## src/hsr_pkg.sv

```systemverilog
// Shared types, codes and elaboration helpers for the handle slot registry.
// Used by hsr_ctrl, hsr_dpath and handle_slot_registry_unit; depends on nothing.
package hsr_pkg;

    localparam int MAX_SLOTS_DEF     = 32;
    localparam int INITIAL_SLOTS_DEF = 4;
    localparam int MAX_RESULTS       = 32;
    localparam int NW                = 6;   // holds 0 .. MAX_RESULTS
    localparam int SZW               = 3;   // holds log2 of the active size

    typedef enum logic [1:0] {
        CMD_REGISTER   = 2'd0,
        CMD_UNREGISTER = 2'd1,
        CMD_LOOKUP     = 2'd2,
        CMD_LIST       = 2'd3
    } cmd_t;

    localparam logic [1:0] ST_OK   = 2'd0;
    localparam logic [1:0] ST_MISS = 2'd1;
    localparam logic [1:0] ST_FULL = 2'd2;

    typedef enum logic [3:0] {
        OP_NONE,
        OP_LATCH,
        OP_SCAN,
        OP_GROW_RD,
        OP_GROW_WR,
        OP_LK_RD,
        OP_LK_CMP,
        OP_LS_START,
        OP_LS_RD,
        OP_LS_CMP,
        OP_LS_PICK,
        OP_EMIT
    } dp_op_t;

    typedef enum logic [3:0] {
        S_IDLE,
        S_DISPATCH,
        S_SCAN,
        S_GROW_RD,
        S_GROW_WR,
        S_LK_RD,
        S_LK_CMP,
        S_LS_RD,
        S_LS_CMP,
        S_LS_PICK,
        S_EMIT
    } state_t;

    typedef struct packed {
        dp_op_t op;
    } dp_cmd_t;

    typedef struct packed {
        cmd_t cmd;
        logic scan_hit;
        logic scan_end;
        logic at_cap;
        logic idx_end;
        logic res_last;
        logic out_free;
    } dp_stat_t;

    // Log2 of the largest power of two not above max_slots, at most 7.
    function automatic int cap_log2(input int max_slots);
        int l;
        l = 0;
        while (l < 7 && (2 << l) <= max_slots)
            l++;
        return l;
    endfunction

    // Log2 of the largest power of two not above init_slots and the cap.
    function automatic int init_log2(input int init_slots, input int cl);
        int l;
        l = 0;
        while (l < cl && (2 << l) <= init_slots)
            l++;
        return l;
    endfunction

endpackage

```

## src/hsr_ctrl.sv

```systemverilog
// Controller state machine of the handle slot registry.
// Depends on hsr_pkg; drives the datapath hsr_dpath through dp_cmd_t.
module hsr_ctrl
(
    input  logic              clk,
    input  logic              rst_n,
    input  logic              s_tvalid,
    output logic              s_tready,
    output hsr_pkg::dp_cmd_t  cmd,
    input  hsr_pkg::dp_stat_t stat
);

    hsr_pkg::state_t state_reg;
    hsr_pkg::state_t state_next;

    always_ff @(posedge clk or negedge rst_n)
    begin
        if (!rst_n)
            state_reg <= hsr_pkg::S_IDLE;
        else
            state_reg <= state_next;
    end

    always_comb
    begin
        state_next = state_reg;
        cmd.op     = hsr_pkg::OP_NONE;
        s_tready   = 1'b0;
        unique case (state_reg)
            hsr_pkg::S_IDLE:
            begin
                s_tready = 1'b1;
                if (s_tvalid)
                begin
                    cmd.op     = hsr_pkg::OP_LATCH;
                    state_next = hsr_pkg::S_DISPATCH;
                end
            end
            hsr_pkg::S_DISPATCH:
            begin
                unique case (stat.cmd)
                    hsr_pkg::CMD_REGISTER:   state_next = hsr_pkg::S_SCAN;
                    hsr_pkg::CMD_UNREGISTER: state_next = hsr_pkg::S_LK_RD;
                    hsr_pkg::CMD_LOOKUP:     state_next = hsr_pkg::S_LK_RD;
                    hsr_pkg::CMD_LIST:
                    begin
                        cmd.op     = hsr_pkg::OP_LS_START;
                        state_next = hsr_pkg::S_LS_RD;
                    end
                    default:                 state_next = hsr_pkg::S_IDLE;
                endcase
            end
            hsr_pkg::S_SCAN:
            begin
                cmd.op = hsr_pkg::OP_SCAN;
                if (stat.scan_hit)
                    state_next = hsr_pkg::S_EMIT;
                else if (stat.scan_end)
                    state_next = stat.at_cap ? hsr_pkg::S_EMIT : hsr_pkg::S_GROW_RD;
            end
            hsr_pkg::S_GROW_RD:
            begin
                cmd.op     = hsr_pkg::OP_GROW_RD;
                state_next = hsr_pkg::S_GROW_WR;
            end
            hsr_pkg::S_GROW_WR:
            begin
                cmd.op     = hsr_pkg::OP_GROW_WR;
                state_next = stat.idx_end ? hsr_pkg::S_SCAN : hsr_pkg::S_GROW_RD;
            end
            hsr_pkg::S_LK_RD:
            begin
                cmd.op     = hsr_pkg::OP_LK_RD;
                state_next = hsr_pkg::S_LK_CMP;
            end
            hsr_pkg::S_LK_CMP:
            begin
                cmd.op     = hsr_pkg::OP_LK_CMP;
                state_next = hsr_pkg::S_EMIT;
            end
            hsr_pkg::S_LS_RD:
            begin
                cmd.op     = hsr_pkg::OP_LS_RD;
                state_next = hsr_pkg::S_LS_CMP;
            end
            hsr_pkg::S_LS_CMP:
            begin
                cmd.op     = hsr_pkg::OP_LS_CMP;
                state_next = stat.idx_end ? hsr_pkg::S_LS_PICK : hsr_pkg::S_LS_RD;
            end
            hsr_pkg::S_LS_PICK:
            begin
                cmd.op     = hsr_pkg::OP_LS_PICK;
                state_next = hsr_pkg::S_EMIT;
            end
            hsr_pkg::S_EMIT:
            begin
                if (stat.out_free)
                begin
                    cmd.op     = hsr_pkg::OP_EMIT;
                    state_next = stat.res_last ? hsr_pkg::S_IDLE : hsr_pkg::S_LS_RD;
                end
            end
            default: state_next = hsr_pkg::S_IDLE;
        endcase
    end

endmodule

```

## src/hsr_dpath.sv

```systemverilog
// Datapath of the handle slot registry: slot memories, valid bits, counters,
// result and output registers. Depends on hsr_pkg; sequenced by hsr_ctrl.
module hsr_dpath
#(
    parameter int MAX_SLOTS     = hsr_pkg::MAX_SLOTS_DEF,
    parameter int INITIAL_SLOTS = hsr_pkg::INITIAL_SLOTS_DEF
)
(
    input  logic              clk,
    input  logic              rst_n,
    input  logic [63:0]       s_tdata,
    input  logic [1:0]        s_tuser,
    output logic              m_tvalid,
    input  logic              m_tready,
    output logic [63:0]       m_tdata,
    output logic [1:0]        m_tuser,
    output logic              m_tlast,
    input  hsr_pkg::dp_cmd_t  cmd,
    output hsr_pkg::dp_stat_t stat
);

    localparam int CAP_LOG2 = hsr_pkg::cap_log2(MAX_SLOTS);
    localparam int IW       = CAP_LOG2;
    localparam int CAP      = 1 << CAP_LOG2;
    localparam int CW       = IW + 1;
    localparam int INIT_L2  = hsr_pkg::init_log2(INITIAL_SLOTS, CAP_LOG2);

    // Slot memories; read data is registered.
    logic [31:0] mem_h [CAP];
    logic [31:0] mem_o [CAP];
    logic [31:0] rd_h_reg;
    logic [31:0] rd_o_reg;
    logic        wr_en;
    logic [IW-1:0] wr_addr;
    logic [31:0] wr_h;
    logic [31:0] wr_o;
    logic [IW-1:0] rd_addr;

    logic [CAP-1:0]         valid_reg, valid_next;
    logic [CAP-1:0]         taken_reg, taken_next;
    logic [31:0]            next_id_reg, next_id_next;
    logic [hsr_pkg::SZW-1:0] size_log2_reg, size_log2_next;
    logic [IW-1:0]          i_reg, i_next;
    logic [CW-1:0]          cnt_reg, cnt_next;
    logic [hsr_pkg::NW-1:0] n_reg, n_next;
    logic                   best_ok_reg, best_ok_next;
    logic                   first_reg, first_next;
    logic [IW-1:0]          best_idx_reg, best_idx_next;
    logic [31:0]            best_h_reg, best_h_next;
    logic [31:0]            best_o_reg, best_o_next;
    hsr_pkg::cmd_t          cmd_reg, cmd_next;
    logic [31:0]            hid_reg, hid_next;
    logic [31:0]            own_reg, own_next;
    logic [1:0]             res_st_reg, res_st_next;
    logic [31:0]            res_id_reg, res_id_next;
    logic [31:0]            res_own_reg, res_own_next;
    logic                   res_last_reg, res_last_next;
    logic                   out_v_reg, out_v_next;
    logic [63:0]            out_d_reg, out_d_next;
    logic [1:0]             out_u_reg, out_u_next;
    logic                   out_l_reg, out_l_next;

    logic [IW:0]   size_full;
    logic [IW-1:0] size_m1;
    logic [31:0]   cand_id;
    logic [IW-1:0] cand_h;
    logic [IW-1:0] lk_h;
    logic          scan_hit;
    logic          idx_end;
    logic          at_cap;
    logic          out_free;
    logic [7:0]    tot;
    logic [7:0]    n_plus1;

    assign size_full = (IW + 1)'(1) << size_log2_reg;
    assign size_m1   = IW'(size_full - (IW + 1)'(1));
    assign cand_id   = next_id_reg + 32'(i_reg);
    assign cand_h    = cand_id[IW-1:0] & size_m1;
    assign lk_h      = hid_reg[IW-1:0] & size_m1;
    assign scan_hit  = (cand_id != 32'd0) && !valid_reg[cand_h];
    assign idx_end   = (i_reg == size_m1);
    assign at_cap    = (size_log2_reg >= hsr_pkg::SZW'(CAP_LOG2));
    assign out_free  = !out_v_reg || m_tready;
    assign tot       = (8'(cnt_reg) > 8'(hsr_pkg::MAX_RESULTS)) ?
                       8'(hsr_pkg::MAX_RESULTS) : 8'(cnt_reg);
    assign n_plus1   = 8'(n_reg) + 8'd1;
    assign rd_addr   = (cmd.op == hsr_pkg::OP_LK_RD) ? lk_h : i_reg;

    assign stat.cmd      = cmd_reg;
    assign stat.scan_hit = scan_hit;
    assign stat.scan_end = idx_end;
    assign stat.at_cap   = at_cap;
    assign stat.idx_end  = idx_end;
    assign stat.res_last = res_last_reg;
    assign stat.out_free = out_free;

    assign m_tvalid = out_v_reg;
    assign m_tdata  = out_d_reg;
    assign m_tuser  = out_u_reg;
    assign m_tlast  = out_l_reg;

    always_ff @(posedge clk)
    begin
        if (wr_en)
        begin
            mem_h[wr_addr] <= wr_h;
            mem_o[wr_addr] <= wr_o;
        end
        rd_h_reg <= mem_h[rd_addr];
        rd_o_reg <= mem_o[rd_addr];
    end

    always_comb
    begin
        valid_next     = valid_reg;
        taken_next     = taken_reg;
        next_id_next   = next_id_reg;
        size_log2_next = size_log2_reg;
        i_next         = i_reg;
        cnt_next       = cnt_reg;
        n_next         = n_reg;
        best_ok_next   = best_ok_reg;
        first_next     = first_reg;
        best_idx_next  = best_idx_reg;
        best_h_next    = best_h_reg;
        best_o_next    = best_o_reg;
        cmd_next       = cmd_reg;
        hid_next       = hid_reg;
        own_next       = own_reg;
        res_st_next    = res_st_reg;
        res_id_next    = res_id_reg;
        res_own_next   = res_own_reg;
        res_last_next  = res_last_reg;
        out_v_next     = out_v_reg & ~m_tready;
        out_d_next     = out_d_reg;
        out_u_next     = out_u_reg;
        out_l_next     = out_l_reg;
        wr_en          = 1'b0;
        wr_addr        = cand_h;
        wr_h           = cand_id;
        wr_o           = own_reg;

        unique case (cmd.op)
            hsr_pkg::OP_LATCH:
            begin
                cmd_next = hsr_pkg::cmd_t'(s_tuser);
                hid_next = s_tdata[31:0];
                own_next = s_tdata[63:32];
                i_next   = '0;
            end
            hsr_pkg::OP_SCAN:
            begin
                if (scan_hit)
                begin
                    wr_en              = 1'b1;
                    valid_next[cand_h] = 1'b1;
                    next_id_next       = cand_id + 32'd1;
                    res_st_next        = hsr_pkg::ST_OK;
                    res_id_next        = cand_id;
                    res_own_next       = 32'd0;
                    res_last_next      = 1'b1;
                end
                else if (idx_end)
                begin
                    i_next        = '0;
                    res_st_next   = hsr_pkg::ST_FULL;
                    res_id_next   = hid_reg;
                    res_own_next  = 32'd0;
                    res_last_next = 1'b1;
                end
                else
                    i_next = i_reg + IW'(1);
            end
            hsr_pkg::OP_GROW_WR:
            begin
                // An entry whose new index bit is set moves up by the old size.
                wr_addr = i_reg + size_full[IW-1:0];
                wr_h    = rd_h_reg;
                wr_o    = rd_o_reg;
                if (valid_reg[i_reg] && rd_h_reg[size_log2_reg])
                begin
                    wr_en               = 1'b1;
                    valid_next[wr_addr] = 1'b1;
                    valid_next[i_reg]   = 1'b0;
                end
                if (idx_end)
                begin
                    size_log2_next = size_log2_reg + hsr_pkg::SZW'(1);
                    i_next         = '0;
                end
                else
                    i_next = i_reg + IW'(1);
            end
            hsr_pkg::OP_LK_CMP:
            begin
                res_id_next   = hid_reg;
                res_last_next = 1'b1;
                if (valid_reg[lk_h] && rd_h_reg == hid_reg)
                begin
                    res_st_next  = hsr_pkg::ST_OK;
                    res_own_next = rd_o_reg;
                    if (cmd_reg == hsr_pkg::CMD_UNREGISTER)
                        valid_next[lk_h] = 1'b0;
                end
                else
                begin
                    res_st_next  = hsr_pkg::ST_MISS;
                    res_own_next = 32'd0;
                end
            end
            hsr_pkg::OP_LS_START:
            begin
                taken_next   = '0;
                cnt_next     = '0;
                n_next       = '0;
                best_ok_next = 1'b0;
                first_next   = 1'b1;
                i_next       = '0;
            end
            hsr_pkg::OP_LS_CMP:
            begin
                if (first_reg && valid_reg[i_reg])
                    cnt_next = cnt_reg + CW'(1);
                if (valid_reg[i_reg] && !taken_reg[i_reg] &&
                    (!best_ok_reg || rd_h_reg < best_h_reg))
                begin
                    best_ok_next  = 1'b1;
                    best_idx_next = i_reg;
                    best_h_next   = rd_h_reg;
                    best_o_next   = rd_o_reg;
                end
                i_next = idx_end ? '0 : i_reg + IW'(1);
            end
            hsr_pkg::OP_LS_PICK:
            begin
                if (best_ok_reg)
                begin
                    res_st_next              = hsr_pkg::ST_OK;
                    res_id_next              = best_h_reg;
                    res_own_next             = best_o_reg;
                    res_last_next            = (n_plus1 == tot);
                    taken_next[best_idx_reg] = 1'b1;
                    n_next                   = n_reg + hsr_pkg::NW'(1);
                end
                else
                begin
                    res_st_next   = hsr_pkg::ST_MISS;
                    res_id_next   = 32'd0;
                    res_own_next  = 32'd0;
                    res_last_next = 1'b1;
                end
            end
            hsr_pkg::OP_EMIT:
            begin
                out_v_next   = 1'b1;
                out_d_next   = {res_own_reg, res_id_reg};
                out_u_next   = res_st_reg;
                out_l_next   = res_last_reg;
                best_ok_next = 1'b0;
                first_next   = 1'b0;
            end
            default:
            begin
            end
        endcase
    end

    always_ff @(posedge clk or negedge rst_n)
    begin
        if (!rst_n)
        begin
            valid_reg     <= '0;
            taken_reg     <= '0;
            next_id_reg   <= 32'd1;
            size_log2_reg <= hsr_pkg::SZW'(INIT_L2);
            i_reg         <= '0;
            cnt_reg       <= '0;
            n_reg         <= '0;
            best_ok_reg   <= 1'b0;
            first_reg     <= 1'b0;
            out_v_reg     <= 1'b0;
            res_last_reg  <= 1'b0;
        end
        else
        begin
            valid_reg     <= valid_next;
            taken_reg     <= taken_next;
            next_id_reg   <= next_id_next;
            size_log2_reg <= size_log2_next;
            i_reg         <= i_next;
            cnt_reg       <= cnt_next;
            n_reg         <= n_next;
            best_ok_reg   <= best_ok_next;
            first_reg     <= first_next;
            out_v_reg     <= out_v_next;
            res_last_reg  <= res_last_next;
        end
    end

    always_ff @(posedge clk)
    begin
        best_idx_reg <= best_idx_next;
        best_h_reg   <= best_h_next;
        best_o_reg   <= best_o_next;
        cmd_reg      <= cmd_next;
        hid_reg      <= hid_next;
        own_reg      <= own_next;
        res_st_reg   <= res_st_next;
        res_id_reg   <= res_id_next;
        res_own_reg  <= res_own_next;
        out_d_reg    <= out_d_next;
        out_u_reg    <= out_u_next;
        out_l_reg    <= out_l_next;
    end

endmodule

```

## src/handle_slot_registry_unit.sv

```systemverilog
// Handle slot registry: register scans candidate ids and rehashes every slot on each
// table growth; lookup reads one slot; list makes a pass over all slots per entry listed.
// One item is in work at a time; the next is taken once its last result sits in
// the output register. The scan and the slot memories (one read, one write port) set the rate.
// Asynchronous active-low reset clears all valid bits, next id to one and the
// table to its initial size; no clearing pass is needed.
module handle_slot_registry_unit
#(
    parameter int MAX_SLOTS     = hsr_pkg::MAX_SLOTS_DEF,
    parameter int INITIAL_SLOTS = hsr_pkg::INITIAL_SLOTS_DEF
)
(
    input  logic        clk,
    input  logic        rst_n,
    input  logic        s_tvalid,
    output logic        s_tready,
    input  logic [63:0] s_tdata,   // handle_id [31:0], owner_tag [63:32]
    input  logic [1:0]  s_tuser,   // cmd [1:0]
    output logic        m_tvalid,
    input  logic        m_tready,
    output logic [63:0] m_tdata,   // result_id [31:0], result_owner [63:32]
    output logic [1:0]  m_tuser,   // status [1:0]
    output logic        m_tlast    // last result of the item
);

    // The controller sequences register scans, growth rehashes, lookups and
    // the selection-sort passes of a list; the datapath holds all storage.
    hsr_pkg::dp_cmd_t  dp_cmd;
    hsr_pkg::dp_stat_t dp_stat;

    hsr_ctrl u_ctrl
    (
        .clk      (clk),
        .rst_n    (rst_n),
        .s_tvalid (s_tvalid),
        .s_tready (s_tready),
        .cmd      (dp_cmd),
        .stat     (dp_stat)
    );

    hsr_dpath
    #(
        .MAX_SLOTS     (MAX_SLOTS),
        .INITIAL_SLOTS (INITIAL_SLOTS)
    )
    u_dpath
    (
        .clk      (clk),
        .rst_n    (rst_n),
        .s_tdata  (s_tdata),
        .s_tuser  (s_tuser),
        .m_tvalid (m_tvalid),
        .m_tready (m_tready),
        .m_tdata  (m_tdata),
        .m_tuser  (m_tuser),
        .m_tlast  (m_tlast),
        .cmd      (dp_cmd),
        .stat     (dp_stat)
    );

endmodule

```

## config.mk

```make
export PLATFORM = sky130hd
export DESIGN_NAME = handle_slot_registry_unit
export DESIGN_NICKNAME = d
export VERILOG_FILES = /design/src/hsr_pkg.sv /design/src/hsr_ctrl.sv /design/src/hsr_dpath.sv /design/src/handle_slot_registry_unit.sv
export SDC_FILE = /design/constraint.sdc
export NUM_CORES = 2
export LEC_CHECK = 0
export BUFFER_PORTS_ARGS = -buffer_cell sky130_fd_sc_hd__buf_2
export CORE_ASPECT_RATIO = 1.4
export CORE_MARGIN = 3
export CORE_UTILIZATION = 30
export CTS_BUF_LIST = sky130_fd_sc_hd__clkbuf_4
export DETAILED_ROUTE_END_ITERATION = 6
export HOLD_SLACK_MARGIN = 0.02
export PLACE_DENSITY = 0.55
export SYNTH_ARGS = -nofsm -noshare
export SYNTH_HDL_FRONTEND = slang
export SYNTH_SLANG_ARGS = --single-unit
```

## constraint.sdc

```tcl
create_clock -name clk -period 8.35 [get_ports clk]
set_input_delay 0.835 -clock clk [delete_from_list [all_inputs] [get_ports clk]]
set_output_delay 0.835 -clock clk [all_outputs]
set_load 0.005 [all_outputs]
```

==> Word level (Yosys, flattened, before mapping) <==
Memory sizes are Yosys's and may differ from the RTL's. A register that Yosys moved wholly into a read port is not among the register bits.
Cells that the tools add are included.
{ "op_classes": {"addsub": 9, "div": 0, "n_eq_ne": 37, "bitwise_logic": 11, "n_mul": 0, "n_shift": 1, "n_mux": 81, "order_cmp": 14, "n_reduce_logical": 42} }
{ "ops": {"columns": ["operator", "count"], "rows": [
  ["2-to-1 mux 32 bit", 14],
  ["one-hot mux 32 bit (3 select lines)", 3],
  ["bitwise OR 32 bit", 3],
  ["AND 32 bit", 2],
  ["inverter 32 bit", 2],
  ["one-hot mux 32 bit (2 select lines)", 1],
  ["one-hot mux 4 bit (11 select lines)", 1],
  ["one-hot mux 4 bit (10 select lines)", 1],
  ["adder 32 x 1 -> 32 bit (second input constant)", 1],
  ["adder 32 x 5 -> 32 bit", 1],
  ["== test 32 bit", 1],
  ["== test 4 x 3 -> 1 bit (second input constant)", 8],
  ["less-than comparator 32 bit", 1],
  ["nonzero test 32 bit", 1],
  ["less-than comparator 5 x 6 -> 1 bit (second input constant)", 5],
  ["2-to-1 mux 4 bit", 7],
  ["demux 1 bit (select 5 bit)", 5],
  [">= comparator 5 x 1 -> 1 bit (second input constant)", 5],
  ["== test 4 bit (second input constant)", 6],
  ["2-to-1 mux 1 bit", 24],
  ["one-hot mux 6 bit (2 select lines)", 2],
  ["binary-select mux 1 bit (select 5 bit)", 4],
  ["2-to-1 mux 5 bit", 4],
  ["2-to-1 mux 6 bit", 3],
  ["41 further kinds", 90]
]} }
{ "totals": {"wordCells": 221, "reg_bits": 392, "out_inout_bits": 69, "romBits": 0, "mem_bits_rw": 2048, "latchBits": 0, "n_memories": 2} }
{ "mem_list": {"columns": ["name", "depth", "width", "read_ports", "rd_ports_with_merged_regs", "wr", "line_no", "rtl"], "rows": [
  ["u_dpath.mem_h", 32, 32, 1, 1, 1, "hsr_dpath.sv:29", "logic [31:0] mem_h [CAP];"],
  ["u_dpath.mem_o", 32, 32, 1, 1, 1, "hsr_dpath.sv:30", "logic [31:0] mem_o [CAP];"]
]} }

==> Depth between registers and ports, before layout <==
{ "depth": {"ltp_word": 12, "ltp_mapped": 18} }

==> Modules after synthesis <==
From an unflattened synthesis, not the netlist that was laid out.
{ "unflattened": {"cells_unflattened": 8221, "hier_area_um2": 103395.4} }
{ "by_module_without_submodules": {"columns": ["mod", "area_per_inst_um2", "instances", "cells_per_inst"], "rows": [
  ["hsr_dpath", 102847.4, 1, 8147],
  ["hsr_ctrl", 548.0, 1, 74]
]} }

==> Least setup slack after synthesis <==
No wires, ideal clock.
{ "synth_timing": {"path_kind": "register to register", "start": "register u_dpath.i_reg[1]", "end": "register u_dpath.res_id_reg[0] (enable)", "setup_slack_ns": 1.095, "synth_period_minus_slack_ns": 7.255, "setup_time_ns": 0.514, "n_path_buf": 3, "arrival_ns": 6.741, "path_stages_with_launch": 13, "t_required_ns": 7.836, "cell_sequence": "dfrtp_1 > clkbuf_1 > inv_1 > fa_1 > clkbuf_1 > nor2_1 > buf_1 > mux4_2 > a31oi_1 > o21ai_0 > a222oi_1 > a21oi_2 > a21oi_1"} }
{ "synth_via": {"elab_chain_len": 8} }
{ "synth_rtl": {"columns": ["element", "line_no", "rtl"], "rows": [
  ["start: declaration", "hsr_dpath.sv:43", "logic [IW-1:0] i_reg, i_next;"],
  ["start signal: assignment", "hsr_dpath.sv:290", "i_reg <= i_next;"],
  ["adder 32 x 5 -> 32 bit", "hsr_dpath.sv:77", "assign cand_id = next_id_reg + 32'(i_reg);"],
  ["AND 5 bit", "hsr_dpath.sv:78", "assign cand_h = cand_id[IW-1:0] & size_m1;"],
  ["binary-select mux 1 bit (select 5 bit)", "hsr_dpath.sv:80", "assign scan_hit = (cand_id != 32'd0) && !valid_reg[cand_h];"],
  ["2-to-1 mux 1 bit (implied by the code)", "hsr_dpath.sv:80", null],
  ["zero test 1 bit", "hsr_dpath.sv:80", null],
  ["logical AND 1 bit", "hsr_dpath.sv:80", null],
  ["inequality test 3 x 1 -> 1 bit (no source line) *", null, null],
  ["AND reduction 2 bit (no source line) *", null, null],
  ["end signal: assignment", "hsr_dpath.sv:309", "res_id_reg <= res_id_next;"],
  ["end: declaration", "hsr_dpath.sv:55", "logic [31:0] res_id_reg, res_id_next;"]
]} }
Mark *: on every way between the ends. The rest lies on a longest branch, timed or not. The select of a mux whose other input is x is not followed.
A chain may end at the register's enable or synchronous reset.

==> Final worst setup path <==
{ "layout_timing": {"start": "register u_dpath.size_log2_reg[1] (netlist name)", "end": "memory u_dpath.mem_o[21][20] (enable)"} }
{ "layout_via": {"elab_chain_len": 11} }
{ "layout_rtl": {"columns": ["element", "line_no", "rtl"], "rows": [
  ["start: declaration", "hsr_dpath.sv:42", "logic [hsr_pkg::SZW-1:0] size_log2_reg, size_log2_next;"],
  ["start signal: assignment", "hsr_dpath.sv:275", "size_log2_reg <= hsr_pkg::SZW'(INIT_L2);"],
  ["start signal: assignment", "hsr_dpath.sv:289", "size_log2_reg <= size_log2_next;"],
  ["<< shifter 1 x 3 -> 5 bit", "hsr_dpath.sv:75", "assign size_full = (IW + 1)'(1) << size_log2_reg;"],
  ["subtractor 5 x 1 -> 5 bit", "hsr_dpath.sv:76", "assign size_m1 = IW'(size_full - (IW + 1)'(1));"],
  ["AND 5 bit", "hsr_dpath.sv:78", null],
  ["binary-select mux 1 bit (select 5 bit)", "hsr_dpath.sv:80", null],
  ["2-to-1 mux 1 bit (implied by the code)", "hsr_dpath.sv:80", null],
  ["zero test 1 bit", "hsr_dpath.sv:80", null],
  ["logical AND 1 bit", "hsr_dpath.sv:80", null],
  ["2-to-1 mux 1 bit", "hsr_dpath.sv:153", "if (scan_hit)"],
  ["one-hot mux 1 bit (2 select lines)", "hsr_dpath.sv:143", "unique case (cmd.op)"],
  ["2-to-1 mux 1 bit", "hsr_dpath.sv:104", "if (wr_en)"],
  ["2-to-1 mux 1 bit (implied by the code)", "hsr_dpath.sv:107", "mem_o[wr_addr] <= wr_o;"],
  ["end: declaration", "hsr_dpath.sv:30", null]
]} }
Several ways; a longest one is shown, not always the timed one. The select of a mux whose other input is x is not followed.

==> qor.csv <==
stage,metric,value,unit
status,status,completed,
synth,synthAdderAreaFrac,0.00756,
layout,seq_area,73900,um^2
timing,slew_headroom,0.0831,
synth,synth_edf_count,2316,
routing,post_drt_wl_per_cell,24.6,um
synth,avgSynthCellArea,12.7,um^2
timing,fmax,142,MHz
global_route,gr-usage-all-layers,0.183,
place,portBuffers,138,
layout,syn_to_final_growth,15.2,%
routing,avgViaCountPerCell,5.20,
timing,finalCriticalPeriod,7.06,ns
routing,vias,70321,
worst_setup_path,r2r_setup_slack,1.29,ns
layout,nNetsFinal,8712,
timing,drv_slew,0,
timing,rsz0062_at_grt,no,
layout,multi_input_area,27400,um^2
timing,hold_viol,0,
global_route,grt_max_degree,132,
layout,layout_common_cells,"edfxtp_1, nand2_1, clkbuf_4, nand3_1, a311oi_1",
synth,yosys.area.top_type,edfxtp_1,
synth,ys_types,101,
synth,syn_area,103000,um^2
power_and_ir_drop,p_leak,0.0417,uW
timing,finClkSkew,0.180,ns
place,gp_congestion,0.869,
worst_setup_path,critPathKind,reg -> reg,
synth,synth-simple-area-share,0.151,
layout,final_common_cell,edfxtp_1,
worst_setup_path,worst_ep_required_time,9.17,ns
clock_network,clk_pin_slew_worst_paths,0.06,ns
clock_network,clock-root-buffer,clkbuf_4,
clock_network,cts.sinks,2504,
layout,finish.utilization,0.348,
global_route,gr-total-overflow,0,
die,die_height,699,um
synth,yosysTopAreaCellShare,0.676,
synth,synth_top_family_by_area,simple AND/OR/NAND/NOR gates,
routing,first_pass_iters,6,
clock_network,cts_buffer_depth,4,
power_and_ir_drop,p_per_area,327,nW/um^2
timing,worst_slack,1.29,ns
worst_setup_path,reg2reg_depth,14,
clock_network,clk_latency,1.35,ns
clock_network,cts_tree,built,
timing,setup_viol,0,
routing,wirelength,332000,um
power_and_ir_drop,ir_drop,0.000466,V
synth,syn-instance-count,8092,
synth,synthMuxAreaShare,0.00784,
timing,fin_crit_sh,0.846,
place,dpl.hpwl,196000,um
synth,synthArstFlopShare,0.0495,
worst_setup_path,crit_arrival,7.88,ns
global_route,grt_pass1_wl,480000,um
global_route,use_met2,0.302,
global_route,grt_use_met1,0.240,
place,pre_cts_slack,1.42,ns
run,maxCapViolCount,0,
worst_setup_path,r2r-end,u_dpath.mem_o[21][20],
routing,route.detailed.drc,0,
worst_setup_path,start_kind,flip-flop,
die,die_x,501,um
routing,drt_iter0_drc,6834,
routing,ant_nets,0,
layout,fill_cells,33122,
synth,dominantRegCellSynth,edfxtp_1,
timing,setup_tns,0,ns
clock_network,htree_num_levels,6,
die,row_count,253,
global_route,antenna_found_initial,16,
synth,synth-seq-area-share,0.719,
worst_setup_path,end_kind,flip-flop,
timing,worstMarginPinSlew,1.37,ns
global_route,grt_pass1_vias,69412,
die,pin_count,139,
worst_setup_path,r2r-start,u_dpath.size_log2_reg[1],
worst_hold_path,hold_class,in -> async,
global_route,grt.busiest_layer,met2,
synth,synth-compound-area-share,0.0825,
clock_network,tritoncts.num_buffers,624,
global_route,grt_util_met3,0.0335,
die,die_area,350000,um^2
synth,synthXorXnorAreaFrac,0.0102,
synth,netlist_top_cells_area,"edfxtp_1, nand2_1, nand3_1, a311oi_1, dfrtp_1",
synth,ys_warn_count,0,
synth,synth_nets,8223,
worst_setup_path,cp_max_fo,40,
synth,synth-seq-cells,2504,
die,core,340000,um^2
die,start_util,0.302,
layout,drive_gt1_frac,0.163,
how the worst max path moves through the flow:
stage	cells after the start	slack (ns)	startpoint	endpoint
global route	14	1.02	u_dpath.size_log2_reg[1]	u_dpath.mem_o[21][23]
floorplan	12	1.09	u_dpath.i_reg[1]	u_dpath.res_id_reg[0]
finish	14	1.29	u_dpath.size_log2_reg[1]	u_dpath.mem_o[21][20]
CTS	14	1.29	u_dpath.next_id_reg[0]	u_dpath.mem_o[21][23]
global placement	14	1.46	u_dpath.size_log2_reg[1]	u_dpath.mem_h[10][8]
detailed placement	14	1.42	u_dpath.size_log2_reg[1]	u_dpath.mem_o[21][3]
area by class of cell:
class                   count  share of cell area
multi-input cells        4979               0.231
clock buffers             925              0.0586
inverters                  61             0.00193
clock inverters           164             0.00849
repair buffers            411              0.0287
well taps                4462              0.0471
diodes                     10            0.000211
flip-flops and latches   2504               0.624
metrics by stage:
stage	hold WS [ns]	std cells	total power [uW]	area, um^2
2_1_floorplan	0.400	8092	23300	103000
3_3_place_gp	0.404	12345	28400	110000
3_5_place_dp	0.406	12345	28500	110000
4_1_cts	0.0402	13506	39100	118000
5_1_grt	0.112	13511	40600	118000
6_report	0.194	13516	38700	119000
kinds of logic (layout without fill, tap and decap cells):
| logic type | after synthesis | after routing |
|---|---|---|
| adder cells (fa/ha/maj) | 61 | 61 |
| multiplexers | 44 | 44 |
| buffers and inverters | 609 | 1561 |
| XOR/XNOR | 118 | 118 |
| flip-flops | 2504 | 2504 |
| other | 0 | 10 |
| AO/OA/AOI/OAI | 1163 | 1163 |
| AND/OR/NAND/NOR | 3593 | 3593 |
report_power, final:
part           internal (uW)  leakage, uW  switching [uW]
clock network           5410      0.00474            5000
registers              16000       0.0233             795
logic                   3040       0.0136            8480
total                  24500       0.0417           14300
worst max-delay path: stages (launching register included):
cell and delay [ns]:
dfstp_2 0.58, inv_1 0.09, ha_1 0.24, nand2b_1 0.21, ha_1 0.38, nor2_1 0.73, mux4_2 0.42, a31oi_1 0.17
o21ai_0 0.13, a222oi_1 0.65, buf_4 0.26, and4_4 0.59, a22oi_4 0.31, nor2_4 0.91, buf_4 0.81
timing repair:
action                                  in CTS  in global routing
hold endpoints to repair                   143                  0
buffers inserted                             0                  0
resized for setup                            0                  0
endpoints found under the setup margin       0                  0
hold buffers                                72                  0
synthesized netlist by cell type, types with 14 or more instances:
cell and n:
edfxtp_1 2316, nand2_1 2268, nand3_1 653, clkbuf_1 451
a311oi_1 371, and3_1 245, nor2_1 236, a21oi_1 225
a31oi_1 140, dfrtp_1 122, o21ai_0 93, xnor2_1 90
a211oi_1 83, a21o_1 83, buf_1 68, dfxtp_1 64
ha_1 59, inv_1 59, nor3_1 40, a22o_1 36
nand4_1 34, a221o_1 32, mux4_2 29, xor2_1 26
buf_2 24, nand2b_1 15, nor2b_1 15, o21a_1 14
metal layers:
layer,vias up,wire (um)
li1,31374,-
met1,35462,137000
met2,2924,160000
met3,555,24400
met4,6,11100
met5,-,41
No activity file was read; power rests on OpenSTA's default activity.
